===== src/rtl/utu_pkg.sv =====
`default_nettype none
// ----------------------------------------------------------------------------
// utu_pkg: shared types and constants of the UTF-8 to UTF-16 decoder
// Holds the queue entry that the classifier hands to the unit emitter,
// the queue geometry and the constants of the surrogate encoding.
// ----------------------------------------------------------------------------
package utu_pkg;

  localparam int BYTE_W  = 8;
  localparam int UNIT_W  = 16;
  localparam int ACC_W   = 21;
  localparam int LEN_W   = 3;

  // Most units that one input byte can cause: a closed surrogate pair plus
  // one unit for the byte itself.
  localparam int UNITS_MAX = 3;
  localparam int CNT_W     = 2;

  localparam int QUEUE_DEPTH = 4;
  localparam int QPTR_W      = 2;
  localparam int QCNT_W      = 3;

  localparam logic [LEN_W-1:0]  LEN_SURR    = 3'd4;
  localparam logic [ACC_W-1:0]  SURR_OFFSET = 21'h10000;
  localparam logic [5:0]        HI_SURR_TAG = 6'b110110;
  localparam logic [5:0]        LO_SURR_TAG = 6'b110111;
  localparam logic [1:0]        CONT_TAG    = 2'b10;

  typedef struct packed {
    logic [CNT_W-1:0]                count;
    logic                            fin;
    logic [UNITS_MAX-1:0][UNIT_W-1:0] units;
  } utu_entry_t;

endpackage
`default_nettype wire


===== src/rtl/utf8_to_utf16_decoder_core.sv =====
`default_nettype none
// ----------------------------------------------------------------------------
// utf8_to_utf16_decoder_core: streaming UTF-8 to UTF-16 decoder
// Turns a byte stream into UTF-16 code units, with surrogate pairs for
// sequences of four or more bytes.
// ----------------------------------------------------------------------------
// Usage:
// The input channel (byte_valid, byte_stall) carries one byte per
// transaction, with final_byte marking the end of the text; a sequence still
// open at that byte is flushed. The output channel (unit_valid, unit_stall)
// carries one code unit per transaction. last_of_run flags the last unit that
// an input byte caused and end_of_text flags that unit for the final byte.
// A byte causes zero to three units.
// A byte's units pass through a queue slot and then the output register.
// Throughput: one byte per cycle as long as each byte causes at most one
// unit and unit_stall is low; the single output register drains one unit per
// cycle when not stalled, so a multi-unit byte holds the output side longer.
// A four-entry queue separates the classifier from the emitter. byte_stall
// rises only while that queue is full, so a stalled receiver holds off input
// only after the queue has filled; it never depends on unit_stall directly.
// Reset (rst, synchronous) drops any open sequence, empties the queue and
// clears unit_valid.
// ----------------------------------------------------------------------------
module utf8_to_utf16_decoder_core (
  input  wire logic                         clk,
  input  wire logic                         rst,
  input  wire logic                         byte_valid,
  output logic                              byte_stall,
  input  wire logic [utu_pkg::BYTE_W-1:0]   byte_value,
  input  wire logic                         final_byte,
  output logic                              unit_valid,
  input  wire logic                         unit_stall,
  output logic [utu_pkg::UNIT_W-1:0]        code_unit,
  output logic                              last_of_run,
  output logic                              end_of_text
);

  utu_pkg::utu_entry_t wr_entry, head;
  logic                push, pop, not_empty, full, take;

  // A byte is taken whenever the queue has room, even if it causes no unit.
  assign byte_stall = full;
  assign take       = byte_valid && !full;

  utu_front u_front (
    .clk        (clk),
    .rst        (rst),
    .take       (take),
    .byte_value (byte_value),
    .final_byte (final_byte),
    .push       (push),
    .entry      (wr_entry)
  );

  utu_queue u_queue (
    .clk       (clk),
    .rst       (rst),
    .push      (push),
    .wr_entry  (wr_entry),
    .pop       (pop),
    .head      (head),
    .not_empty (not_empty),
    .full      (full)
  );

  utu_back u_back (
    .clk         (clk),
    .rst         (rst),
    .head        (head),
    .not_empty   (not_empty),
    .pop         (pop),
    .unit_valid  (unit_valid),
    .unit_stall  (unit_stall),
    .code_unit   (code_unit),
    .last_of_run (last_of_run),
    .end_of_text (end_of_text)
  );

endmodule
`default_nettype wire


===== src/rtl/utu_front.sv =====
`default_nettype none
// ----------------------------------------------------------------------------
// utu_front: byte classifier
// Keeps the open sequence state, classifies each byte and builds one queue
// entry with all code units that the byte causes.
// ----------------------------------------------------------------------------
module utu_front (
  input  wire logic                        clk,
  input  wire logic                        rst,
  input  wire logic                        take,
  input  wire logic [utu_pkg::BYTE_W-1:0]  byte_value,
  input  wire logic                        final_byte,
  output logic                             push,
  output utu_pkg::utu_entry_t              entry
);

  logic                        seq_pending, seq_pending_next;
  logic [utu_pkg::ACC_W-1:0]   accumulator, accumulator_next;
  logic [utu_pkg::LEN_W-1:0]   seq_length, seq_length_next;

  logic                        is_cont;
  logic [utu_pkg::ACC_W-1:0]   acc_ext;
  logic [utu_pkg::LEN_W-1:0]   len_ext;
  logic [utu_pkg::ACC_W-1:0]   close_acc;
  logic [utu_pkg::LEN_W-1:0]   close_len;
  logic                        do_close;
  logic [utu_pkg::ACC_W-1:0]   surr_val;
  logic [utu_pkg::UNIT_W-1:0]  close_u0, close_u1, tail_unit;
  logic [utu_pkg::CNT_W-1:0]   close_cnt;
  logic                        tail_vld;

  always_comb begin
    is_cont = seq_pending && (byte_value[7:6] == utu_pkg::CONT_TAG);
    acc_ext = {accumulator[utu_pkg::ACC_W-7:0], byte_value[5:0]};
    len_ext = (seq_length < utu_pkg::LEN_SURR) ? seq_length + 3'd1 : seq_length;

    // A continuation byte closes its own extended sequence only on the final
    // byte; any other byte closes the sequence that was open before it.
    close_acc = is_cont ? acc_ext : accumulator;
    close_len = is_cont ? len_ext : seq_length;
    do_close  = is_cont ? final_byte : seq_pending;

    surr_val = close_acc - utu_pkg::SURR_OFFSET;
    if (close_len < utu_pkg::LEN_SURR) begin
      close_u0  = close_acc[utu_pkg::UNIT_W-1:0];
      close_u1  = close_acc[utu_pkg::UNIT_W-1:0];
      close_cnt = do_close ? 2'd1 : 2'd0;
    end else begin
      close_u0  = {utu_pkg::HI_SURR_TAG, surr_val[19:10]};
      close_u1  = {utu_pkg::LO_SURR_TAG, surr_val[9:0]};
      close_cnt = do_close ? 2'd2 : 2'd0;
    end

    // Unit for the byte itself: plain ASCII, or a lead byte that the final
    // flag flushes at once as a one-byte sequence.
    if (byte_value[7] == 1'b0) begin
      tail_unit = {8'h00, byte_value};
      tail_vld  = !is_cont;
    end else begin
      tail_unit = {11'h000, byte_value[4:0]};
      tail_vld  = !is_cont && final_byte;
    end

    entry.fin      = final_byte;
    entry.count    = close_cnt + {1'b0, tail_vld};
    entry.units[0] = (close_cnt != 2'd0) ? close_u0 : tail_unit;
    entry.units[1] = (close_cnt == 2'd2) ? close_u1 : tail_unit;
    entry.units[2] = tail_unit;
    push           = take && (entry.count != 2'd0);

    seq_pending_next = seq_pending;
    accumulator_next = accumulator;
    seq_length_next  = seq_length;
    if (take) begin
      if (final_byte || (!is_cont && byte_value[7] == 1'b0)) begin
        seq_pending_next = 1'b0;
        accumulator_next = '0;
        seq_length_next  = '0;
      end else if (is_cont) begin
        accumulator_next = acc_ext;
        seq_length_next  = len_ext;
      end else begin
        seq_pending_next = 1'b1;
        accumulator_next = {16'h0000, byte_value[4:0]};
        seq_length_next  = 3'd1;
      end
    end
  end

  always_ff @(posedge clk) begin
    if (rst) begin
      seq_pending <= 1'b0;
      accumulator <= '0;
      seq_length  <= '0;
    end else begin
      seq_pending <= seq_pending_next;
      accumulator <= accumulator_next;
      seq_length  <= seq_length_next;
    end
  end

endmodule
`default_nettype wire


===== src/rtl/utu_queue.sv =====
`default_nettype none
// ----------------------------------------------------------------------------
// utu_queue: entry queue
// Small first-in first-out queue of classified bytes between the
// classifier and the unit emitter.
// ----------------------------------------------------------------------------
module utu_queue (
  input  wire logic                 clk,
  input  wire logic                 rst,
  input  wire logic                 push,
  input  wire utu_pkg::utu_entry_t  wr_entry,
  input  wire logic                 pop,
  output utu_pkg::utu_entry_t       head,
  output logic                      not_empty,
  output logic                      full
);

  utu_pkg::utu_entry_t               slots [utu_pkg::QUEUE_DEPTH];
  logic [utu_pkg::QPTR_W-1:0]        wr_ptr, rd_ptr;
  logic [utu_pkg::QCNT_W-1:0]        fill, fill_next;

  assign head      = slots[rd_ptr];
  assign not_empty = (fill != '0);
  assign full      = (fill == utu_pkg::QCNT_W'(utu_pkg::QUEUE_DEPTH));

  always_comb begin
    fill_next = fill;
    if (push && !pop)      fill_next = fill + 1'b1;
    else if (!push && pop) fill_next = fill - 1'b1;
  end

  always_ff @(posedge clk) begin
    if (push) slots[wr_ptr] <= wr_entry;
  end

  always_ff @(posedge clk) begin
    if (rst) begin
      wr_ptr <= '0;
      rd_ptr <= '0;
      fill   <= '0;
    end else begin
      if (push) wr_ptr <= wr_ptr + 1'b1;
      if (pop)  rd_ptr <= rd_ptr + 1'b1;
      fill <= fill_next;
    end
  end

endmodule
`default_nettype wire


===== src/rtl/utu_back.sv =====
`default_nettype none
// ----------------------------------------------------------------------------
// utu_back: unit emitter
// Walks the units of the head queue entry one per cycle, while the output is
// not stalled, into the output register and pops the entry after its last unit.
// ----------------------------------------------------------------------------
module utu_back (
  input  wire logic                         clk,
  input  wire logic                         rst,
  input  wire utu_pkg::utu_entry_t          head,
  input  wire logic                         not_empty,
  output logic                              pop,
  output logic                              unit_valid,
  input  wire logic                         unit_stall,
  output logic [utu_pkg::UNIT_W-1:0]        code_unit,
  output logic                              last_of_run,
  output logic                              end_of_text
);

  logic [utu_pkg::CNT_W-1:0] idx, idx_next;
  logic                      load, is_last, unit_valid_next;

  always_comb begin
    load            = !unit_valid || !unit_stall;
    is_last         = (idx == head.count - 2'd1);
    pop             = load && not_empty && is_last;
    unit_valid_next = load ? not_empty : unit_valid;
    idx_next        = idx;
    if (load && not_empty) idx_next = is_last ? '0 : idx + 2'd1;
  end

  always_ff @(posedge clk) begin
    if (rst) begin
      unit_valid <= 1'b0;
      idx        <= '0;
    end else begin
      unit_valid <= unit_valid_next;
      idx        <= idx_next;
    end
  end

  always_ff @(posedge clk) begin
    if (load && not_empty) begin
      code_unit   <= head.units[idx];
      last_of_run <= is_last;
      end_of_text <= is_last && head.fin;
    end
  end

endmodule
`default_nettype wire


===== config.mk =====
export PLATFORM = sky130hd
export DESIGN_NAME = utf8_to_utf16_decoder_core
export DESIGN_NICKNAME = d
export VERILOG_FILES = /design/src/rtl/utu_pkg.sv /design/src/rtl/utf8_to_utf16_decoder_core.sv /design/src/rtl/utu_front.sv /design/src/rtl/utu_queue.sv /design/src/rtl/utu_back.sv
export SDC_FILE = /design/constraint.sdc
export NUM_CORES = 1
export LEC_CHECK = 0
export ABC_AREA = 1
export BUFFER_PORTS_ARGS = -buffer_cell sky130_fd_sc_hd__buf_2
export CAP_MARGIN = 40
export CELL_PAD_IN_SITES_DETAIL_PLACEMENT = 1
export CELL_PAD_IN_SITES_GLOBAL_PLACEMENT = 1
export CORE_ASPECT_RATIO = 1.5
export CORE_MARGIN = 4
export CORE_UTILIZATION = 43
export CTS_BUF_LIST = sky130_fd_sc_hd__clkbuf_16
export DETAILED_ROUTE_END_ITERATION = 8
export PLACE_DENSITY_LB_ADDON = 0.2
export SYNTH_ARGS = -nofsm -noshare
export SYNTH_HDL_FRONTEND = slang
export SYNTH_SLANG_ARGS = --single-unit
export TNS_END_PERCENT = 50

===== constraint.sdc =====
create_clock -name clk -period 7.8 [get_ports clk]
set_input_delay 0.39 -clock clk [delete_from_list [all_inputs] [get_ports clk]]
set_output_delay 0.39 -clock clk [all_outputs]
set_load 0.01 [all_outputs]

==> impl_metrics.json, run 1 <==
{
  "layout-drive-gt1-share_pct": 12.02,
  "synth.most_common_cell": "edfxtp_1",
  "firstDrtPassIters": 5,
  "initial_utilization_pct": 43.94,
  "setup_viol": 0,
  "r2r-end": "u_queue.fill[2]$_SDFFE_PP0P_",
  "gp_congestion": 0.7860,
  "hold_start": "final_byte",
  "cts_hold_buf": 0,
  "worstMarginPinSlew_ps": 896.4,
  "nNetsFinal": 888,
  "hold_depth": 1,
  "numPortBuffers": 32,
  "synth_edf_count": 186,
  "cts_made_buffers": 22,
  "tritoncts": "built",
  "cp-start-kind": "register",
  "num_vias": 6271,
  "hpwlAfterDp_um": 14230,
  "yosys_warnings": 0,
  "async_reset_ff_share_pct": 0,
  "required_ps": 8230,
  "clk_pin_slew_ps": 60,
  "crit_path_end_kind": "register",
  "synth_top_cell_by_area": "edfxtp_1",
  "finalSetupTns_ps": 0,
  "startpoint": "u_front.seq_pending$_SDFFE_PP0P_",
  "maxCapViolCount": 0,
  "arrival_ps": 4040,
  "ys_dominant_reg_cell": "edfxtp_1",
  "wl_um": 23110,
  "multiInputGateArea_um2": 2569,
  "place_inst": 1110,
  "area_growth_pct": 12.35,
  "hold_class": "input port to register",
  "cts_htree_levels": 1,
  "drt_iter0_drc": 480,
  "synth_top_cell_area_share_pct": 60.11,
  "postCtsSetupBuffers": 0,
  "die_height_um": 188.0,
  "ant_nets": 0,
  "yosysSeqAreaShare_pct": 67.87,
  "cts_max_path_buffers": 3,
  "num_rows": 65,
  "placeableCoreArea_um2": 21150,
  "synthTopCellsByCount": "edfxtp_1 (186), nor2_1 (128), nand2_1 (121)",
  "grt_pass1_vias": 6942,
  "period_share_pct": 46.30,
  "ctsResizeCount": 0,
  "max_freq_mhz": 276.9,
  "grt_pass1_wl_um": 37340,
  "seq_area_um2": 6307,
  "grt_usage_pct": 19.56,
  "syn_inst": 844,
  "yosys-top-cells-area": "edfxtp_1 (60%), dfxtp_1 (7.8%), o21ai_0 (5.2%)",
  "leakage_nw": 3.717,
  "r2r_slack_ps": 4190,
  "clock_latency_ps": 500,
  "die_w_um": 128.0,
  "root_buffer": "clkbuf_16",
  "gr-max-usage-layer": "met2",
  "hold_violations": 0,
  "grt-ovfl-total": 0,
  "via_per_inst": 5.453,
  "grt_util_met3_pct": 2.536,
  "p_per_area_nw_per_um2": 325.2,
  "nFillCells": 2328,
  "min_to": "u_queue.slots[2][39]$_DFFE_PP_",
  "r2r-start": "u_front.seq_pending$_SDFFE_PP0P_",
  "crit_fanout": 26,
  "die-area_um2": 24070,
  "rr_worst_depth": 17,
  "cts_sinks": 222,
  "path_class": "register to register",
  "yosys_register_bits": 222,
  "postSynthAreaPerCell_um2": 11.01,
  "synth_cell_types": 38,
  "grtUsageMet1_pct": 24.10,
  "rsz0062_at_grt": "false",
  "n_antenna_cell": 0,
  "min_period_ps": 3611,
  "stdcell_count": 1150,
  "grtUsageMet2_pct": 36.04,
  "antenna_found_initial": 0,
  "status": "complete, no violations",
  "skew_ps": 5.893,
  "max_slew_margin_pct": 39.61,
  "drc_errors": 0,
  "final_max_slew_viol_count": 0,
  "netlist_area_um2": 9291,
  "grt_max_degree": 86,
  "detail_route.wl_per_cell_um": 20.10,
  "ir_worst_vdd_uv": 176.4,
  "ios": 33
}
## logic make-up after synthesis
| logic type | count (synthesis) | share of synthesized area, % |
|---|---|---|
| adder cells (fa/ha/maj) | 9 | 1.293 |
| flip-flops | 222 | 67.87 |
| XOR/XNOR | 2 | 0.1886 |
| AND/OR/NAND/NOR | 293 | 12.95 |
| AO/OA/AOI/OAI | 206 | 12.73 |
| other | 1 | 0.04036 |
| buffers and inverters | 111 | 4.929 |
## layout make-up
class	count	share of cell area (%)
multi-input combinational	514	24.61
sequential	222	60.42
clock buffer	23	5.514
timing repair buffer	43	2.325
inverter	63	2.265
tap	268	3.212
clock inverter	17	1.654
## through the flow
| stage | setup WS [ps] | hold WS [ps] | power, W | utilization [%] | instance area (um2) |
|---|---|---|---|---|---|
| 2_1_floorplan | 3909 | 431.6 | 0.002063 | - | 9303 |
| 3_3_place_gp | 4142 | 445.8 | 0.002297 | 45.83 | 9691 |
| 3_5_place_dp | 3971 | 458.9 | 0.002342 | 45.83 | 9691 |
| 4_1_cts | 4121 | 155.4 | 0.003439 | 49.37 | 10440 |
| 5_1_grt | 3665 | 176.1 | 0.003588 | 49.37 | 10440 |
| 6_report | 4189 | 175.2 | 0.003395 | 49.37 | 10440 |
## flip-flops by register name (all words and copies together) (netlist names), 2 cells and up, named ones only
register	count
u_queue.fill	3
u_back.code_unit	16
u_front.seq_length	3
u_back.idx	2
u_front.accumulator	20
u_queue.rd_ptr	2
u_queue.slots	168
u_queue.wr_ptr	2
## worst max-delay path by stage
stage | end | slack, ps | depth (start not counted)
after floorplan | u_queue.slots[0][0]$_DFFE_PP_ | 3910 | 11
after global routing | u_queue.fill[2]$_SDFFE_PP0P_ | 3660 | 17
after CTS | u_queue.fill[2]$_SDFFE_PP0P_ | 4120 | 17
after detailed placement | u_queue.fill[2]$_SDFFE_PP0P_ | 3970 | 19
final | u_queue.fill[2]$_SDFFE_PP0P_ | 4190 | 17
after global placement | u_queue.fill[2]$_SDFFE_PP0P_ | 4140 | 19
## power by group
group,internal (W),switching (W),total (W),leakage [nW]
sequential,0.00148,0.0000463,0.00152,2.02
clock,0.000640,0.000451,0.00109,0.375
combinational,0.000231,0.000550,0.000780,1.32
## cell usage in the layout, fill, tap and decap left out, drive strengths merged, types with 3 or more instances in the layout
master and instances:
edfxtp 186, o211ai 7, clkinv 9, o21ai 113, ha 8, conb 4
o21a 4, dfxtp 36, o221ai 15, nand2 123, o22ai 33, bufinv 3
nor2 130, inv 66, nand3 35, a21oi 32, clkbuf 23, buf 43
## worst max-delay path: stages (launching register included)
cell	delay, ps
dfxtp_1	360
nand3_2	390
o21ai_2	320
or2_1	380
inv_1	130
ha_1	390
inv_1	60
nand3_1	140
nand2_2	190
inv_2	120
ha_1	140
inv_1	70
fa_1	390
nor2_1	110
nor2_1	50
nand2_1	80
o21ai_0	80
a21oi_1	140
## layer usage
metal / vias up / part of all wire (%)
li1: 2995 / -
met1: 3149 / 41
met2: 103 / 53
met3: 24 / 3.9
met4: 0 / 1.8
met5: - / 0
Power figures use the tool's default switching activity.
==> inputs of run 2 (changes only) <==
==> constraint.sdc (replaced) <==
create_clock -name clk -period 3.5 [get_ports clk]
set_input_delay 0.175 -clock clk [delete_from_list [all_inputs] [get_ports clk]]
set_output_delay 0.175 -clock clk [all_outputs]
set_load 0.01 [all_outputs]
==> run 2 against run 1 <==
  * Sequential share of layout area down 0.50 points
  * Final area up 0.84%
  * Via count up 3.3%
  * Clock skew rose by 3.9 ps
  * Count of clock-buffer cells in the layout fell by 1
  * Register-to-register slack worse by 3700 ps
  * Global-route usage rose by 0.78 points
  * Non-clock buffer count grew 13
  * Largest cell class unchanged
  * Combinational power up 120%
  * Final cell count increased by 1.1%
  * Die area did not move
==> impl_metrics.json, run 2 (same netlist as run 1, synthesis figures left out) <==
{
  "wl_um": 24030,
  "place_inst": 1116,
  "layout_commonest_cell": "edfxtp_1",
  "cts_htree_levels": 1,
  "p_per_area_nw_per_um2": 703.9,
  "cts_max_path_buffers": 3,
  "skew_ps": 9.842,
  "startpoint": "u_front.seq_length[0]$_SDFFE_PP0P_",
  "p_switching_w": 0.002355,
  "arrival_ps": 3500,
  "p_comb_share_pct": 23.7,
  "ios": 33,
  "power.share.clock_pct": 29.8,
  "crit_fanout": 5,
  "worstMarginPinSlew_ps": 801.3,
  "required_ps": 3940,
  "grt_pass1_vias": 6989,
  "netSwitchingFraction_pct": 31.78,
  "clk_pin_slew_ps": 60,
  "die_height_um": 188.0,
  "finalSetupTns_ps": 0,
  "maxCapViolCount": 0,
  "final_cell_mix": "edfxtp_1 (186), nor2_1 (124), nand2_1 (121)",
  "grt-ovfl-total": 0,
  "clock_latency_ps": 520,
  "cts_made_buffers": 22,
  "die-area_um2": 24070,
  "min_period_ps": 3060,
  "placeableCoreArea_um2": 21150,
  "status": "complete, no violations",
  "stdcell_count": 1163,
  "hold_violations": 0,
  "hold_start": "unit_stall",
  "path_class": "register to register",
  "p_seq_share_pct": 46.5,
  "cts_sinks": 222,
  "cp-start-kind": "register",
  "root_buffer": "clkbuf_16",
  "grt_usage_pct": 20.34,
  "max_freq_mhz": 326.8,
  "r2r-start": "u_front.seq_length[0]$_SDFFE_PP0P_",
  "setup_viol": 0,
  "ant_nets": 0,
  "final_max_slew_viol_count": 0,
  "area_growth_pct": 13.29,
  "initial_utilization_pct": 43.94,
  "drc_errors": 0,
  "num_rows": 65,
  "firstDrtPassIters": 5,
  "largest_register_ffs": 168,
  "grt_max_degree": 67,
  "tritoncts": "built",
  "top_register": "u_queue.slots",
  "intPower_w": 0.005055,
  "nNetsFinal": 901,
  "hold_class": "input port to register",
  "layout-drive-gt1-share_pct": 11.84,
  "antenna_found_initial": 0,
  "num_vias": 6479,
  "gp_congestion": 0.8045,
  "grt_pass1_wl_um": 38540,
  "numPortBuffers": 32,
  "hpwlAfterDp_um": 15000,
  "rsz0062_at_grt": "false",
  "ctsResizeCount": 0,
  "via_per_inst": 5.571,
  "n_antenna_cell": 0,
  "detail_route.wl_per_cell_um": 20.66,
  "period_share_pct": 87.44,
  "crit_path_end_kind": "register",
  "drt_iter0_drc": 454,
  "largestRegisters": "u_queue.slots: 168 flops, u_front.accumulator: 20 flops, u_back.code_unit: 16 flops",
  "max_slew_margin_pct": 46.01,
  "die_w_um": 128.0,
  "leakage_nw": 3.755,
  "ir_worst_vdd_uv": 360.1
}
## run 2: changes by cell type in the layout (fill, tap and decap cells not counted)
cell           change
dlygate4sd3_1      +7
buf_4              +2
buf_12             +4
clkinv_1           +3
clkinvlp_2         +2
clkbuf_16          -1
clkinvlp_4         -2
inv_1              +3
bufinv_16          -2
clkinv_2           -3
inv_8              -1
clkinv_8           +1
## run 2: area by class of cell
type | count | area (um2)
clock buffers | 22 | 550.5
clock inverters | 18 | 120.1
fillers | 2308 | 10620
inverters | 63 | 236.5
multi-input cells | 514 | 2569
flip-flops and latches | 222 | 6307
well taps | 268 | 335.3
repair buffers | 56 | 407.9
## run 2: stage by stage
| stage | utilization (%) | cell area, um2 | total power, W | hold slack [ps] | worst slack [ps] |
|---|---|---|---|---|---|
| 6_report | 49.78 | 10530 | 0.007410 | 36.79 | 439.6 |
| 5_1_grt | 49.78 | 10530 | 0.007839 | 41.42 | 111.2 |
| 4_1_cts | 49.78 | 10530 | 0.007494 | 22.39 | 390.6 |
| 3_5_place_dp | 46.28 | 9786 | 0.005281 | 455.5 | 407.5 |
| 3_3_place_gp | 46.28 | 9786 | 0.005192 | 431.6 | 678.7 |
| 2_1_floorplan | - | 9303 | 0.004597 | 273.9 | -278.2 |
## run 2: power groups by stage
stage          clock network [W]  registers [W]  logic [W]
3_5_place_dp                   0        0.00351    0.00177
6_report                 0.00221        0.00345    0.00175
2_1_floorplan                  0        0.00351    0.00109
3_3_place_gp                   0        0.00349    0.00171
4_1_cts                  0.00225        0.00345    0.00179
5_1_grt                  0.00238        0.00348    0.00198
## run 2: per-layer routing
| layer | track usage, % | wire length [um] |
|---|---|---|
| met1 | 25.32 | 9600 |
| met2 | 37.13 | 12850 |
| met3 | 2.365 | 1111 |
| met4 | 5.270 | 462 |
| met5 | 0 | 0 |
## run 2: path summary, 6_finish.rpt
check                                                            end  slack, ps  cells after the start
worst min register to register  u_front.accumulator[19]$_SDFFE_PP0P_        470                      2
worst max-delay path                    u_queue.fill[2]$_SDFFE_PP0P_        440                     18
worst max register to register          u_queue.fill[2]$_SDFFE_PP0P_        440                     18
worst min-delay path                  u_back.unit_valid$_SDFFE_PP0P_         40                      5
## run 2: worst max-delay path, stage by stage, from the launching register on
cell and delay, ps:
dfxtp_1 380, ha_1 200, inv_1 60, o21ai_2 170, or2_1 150, inv_1 60
ha_1 360, inv_1 60, nand3_1 150, nand2_2 190, inv_2 120, ha_1 150
inv_1 70, fa_1 390, nor2_1 150, nor2_1 70, nand2_1 70, o21ai_0 70
a21oi_1 130
## run 2: repair_timing
| action | 4_1_cts | 5_1_grt |
|---|---|---|
| buffers inserted | 0 | 0 |
| hold endpoints to repair | 29 | 0 |
| hold buffers | 7 | 0 |
| setup endpoints to repair | 0 | 0 |
==> inputs of run 3 (changes only) <==
--- a/config.mk
+++ b/config.mk
@@ -15,6 +15,7 @@
 export CORE_UTILIZATION = 43
 export CTS_BUF_LIST = sky130_fd_sc_hd__clkbuf_16
 export DETAILED_ROUTE_END_ITERATION = 8
+export GPL_TIMING_DRIVEN = 0
 export PLACE_DENSITY_LB_ADDON = 0.2
 export SYNTH_ARGS = -nofsm -noshare
 export SYNTH_HDL_FRONTEND = slang
==> constraint.sdc (replaced) <==
create_clock -name clk -period 3.6 [get_ports clk]
set_input_delay 0.18 -clock clk [delete_from_list [all_inputs] [get_ports clk]]
set_output_delay 0.18 -clock clk [all_outputs]
set_load 0.01 [all_outputs]
==> run 3 against run 2 <==
  * Clock skew is essentially flat
  * Largest power group unchanged
  * Non-clock buffer count grew 38
  * Global-route usage grew 1.4 points
  * Clock power is essentially flat
==> impl_metrics.json, run 3 (same netlist as run 1, synthesis figures left out) <==
{
  "status": "complete, no violations",
  "n_antenna_cell": 0,
  "drc_errors": 0,
  "gp_congestion": 0.8064,
  "crit_fanout": 8,
  "ios": 33,
  "skew_ps": 10.03,
  "rsz0062_at_grt": "false",
  "timing.hold.ws_ps": 72.45,
  "multiInputGateArea_um2": 2576,
  "largest_register_ffs": 168,
  "num_rows": 65,
  "max_freq_mhz": 317.1,
  "p_per_area_nw_per_um2": 682.9,
  "setup_viol": 0,
  "finalSetupTns_ps": 0,
  "crit_path_end_kind": "register",
  "cp_cell_sequence": "dlygate4sd3_1, buf_2, nor2_2, a21oi_4, inv_2, or2_1, inv_1, ha_1, inv_1, nand3_1, nand2_2, inv_2, ha_1, inv_1, fa_1, nor2_1, nor2_1, nand2_1, o21ai_0, a21oi_1",
  "cpPeakStageDelay_ps": 540,
  "hold_violations": 0,
  "path_class": "input port to register",
  "ant_nets": 0,
  "crit_top_cell": "inv_1",
  "cts_htree_levels": 1,
  "cts_max_path_buffers": 3,
  "area_growth_pct": 16.25,
  "max_slew_margin_pct": 51.60,
  "required_ps": 3990,
  "final_cell_mix": "edfxtp_1 (186), nor2_1 (124), nand2_1 (121)",
  "rr_worst_depth": 18,
  "hold_depth": 5,
  "grt_max_degree": 23,
  "worstMarginPinSlew_ps": 718.4,
  "grt-ovfl-total": 0,
  "grt_usage_pct": 21.70,
  "via_per_inst": 5.451,
  "final_core_util_pct": 51.08,
  "cp-start-kind": "input port",
  "num_vias": 6547,
  "leakage_nw": 3.868,
  "path_buf_inv": 7,
  "hpwlAfterDp_um": 17790,
  "seq_area_um2": 6306,
  "die_height_um": 188.0,
  "grt_pass1_wl_um": 40120,
  "grt_pass1_vias": 7100,
  "largestRegisters": "u_queue.slots: 168 flops, u_front.accumulator: 20 flops, u_back.code_unit: 16 flops",
  "antenna_found_initial": 0,
  "tritoncts": "built",
  "root_buffer": "clkbuf_16",
  "firstDrtPassIters": 5,
  "cts_sinks": 222,
  "hold_class": "input port to register",
  "initial_utilization_pct": 43.94,
  "clock_latency_ps": 510,
  "cts_made_buffers": 22,
  "clk_pin_slew_ps": 60,
  "die-area_um2": 24070,
  "final_max_slew_viol_count": 0,
  "die_w_um": 128.0,
  "min_period_ps": 3154,
  "nNetsFinal": 939,
  "ir_worst_vdd_uv": 319.1,
  "detail_route.wl_per_cell_um": 21.34,
  "critPathSlowestCell": "dlygate4sd3_1",
  "period_share_pct": 87.60,
  "layout_commonest_cell": "edfxtp_1",
  "layout-drive-gt1-share_pct": 12.33,
  "top_register": "u_queue.slots",
  "nFillCells": 2314,
  "arrival_ps": 3540,
  "placeableCoreArea_um2": 21150,
  "ctsResizeCount": 0,
  "drt_iter0_drc": 431,
  "worst-path-stages": 20,
  "wl_um": 25630,
  "maxCapViolCount": 0,
  "path_delay_family": "buffers and inverters",
  "numPortBuffers": 31
}
-- run 3: per-layer routing --
metal / GRT usage, % / vias to the layer above / routed length (um)
li1: - / 3107 / -
met4: 8.047 / 0 / 874
met2: 38.86 / 146 / 13470
met5: 0 / - / 0
met1: 26.11 / 3235 / 10250
met3: 3.277 / 59 / 1033
-- run 3: worst min-delay path, delay by kind of cell --
kind / cells / cell delay (ps)
AND/OR/NAND/NOR: 1 / 40
buffers and inverters: 3 / 220
AO/OA/AOI/OAI: 1 / 100
-- run 3: final timing paths --
path | startpoint | slack, ps | endpoint
setup reg to reg | u_front.seq_pending$_SDFFE_PP0P_ | 470 | u_queue.fill[2]$_SDFFE_PP0P_
setup / recovery | final_byte | 450 | u_queue.fill[2]$_SDFFE_PP0P_
hold reg to reg | u_front.seq_length[1]$_SDFFE_PP0P_ | 460 | u_front.seq_length[1]$_SDFFE_PP0P_
hold / removal | unit_stall | 70 | u_back.unit_valid$_SDFFE_PP0P_
-- run 3: repair_timing --
action                                  in CTS  in global routing
endpoints found under the setup margin       0                  1
endpoints found under the hold margin       30                  0
hold buffers                                 7                  0
buffers inserted                             0                  0
-- run 3: through the flow --
step,worst slack [ps],instances,total power [W],instance area (um2)
2_1_floorplan,-178.2,847,0.004469,9303
3_3_place_gp,-2254,1146,0.005111,9793
3_5_place_dp,268.7,1155,0.005255,10050
4_1_cts,230.6,1202,0.007458,10810
5_1_grt,161.9,1201,0.007784,10800
6_report,446.4,1201,0.007377,10800
-- run 3: power breakdown --
part           switching (W)  internal (W)
Combinational        0.00129      0.000598
Sequential          0.000110       0.00320
Clock               0.000956       0.00123
-- run 3: cell type report --
class / count / area share (%)
clock inverter: 17 / 1.043
timing repair buffer: 47 / 4.101
buffer: 47 / 2.004
multi-input combinational: 514 / 23.85
inverter: 63 / 2.189
tap: 268 / 3.104
clock buffer: 23 / 5.328
sequential: 222 / 58.38
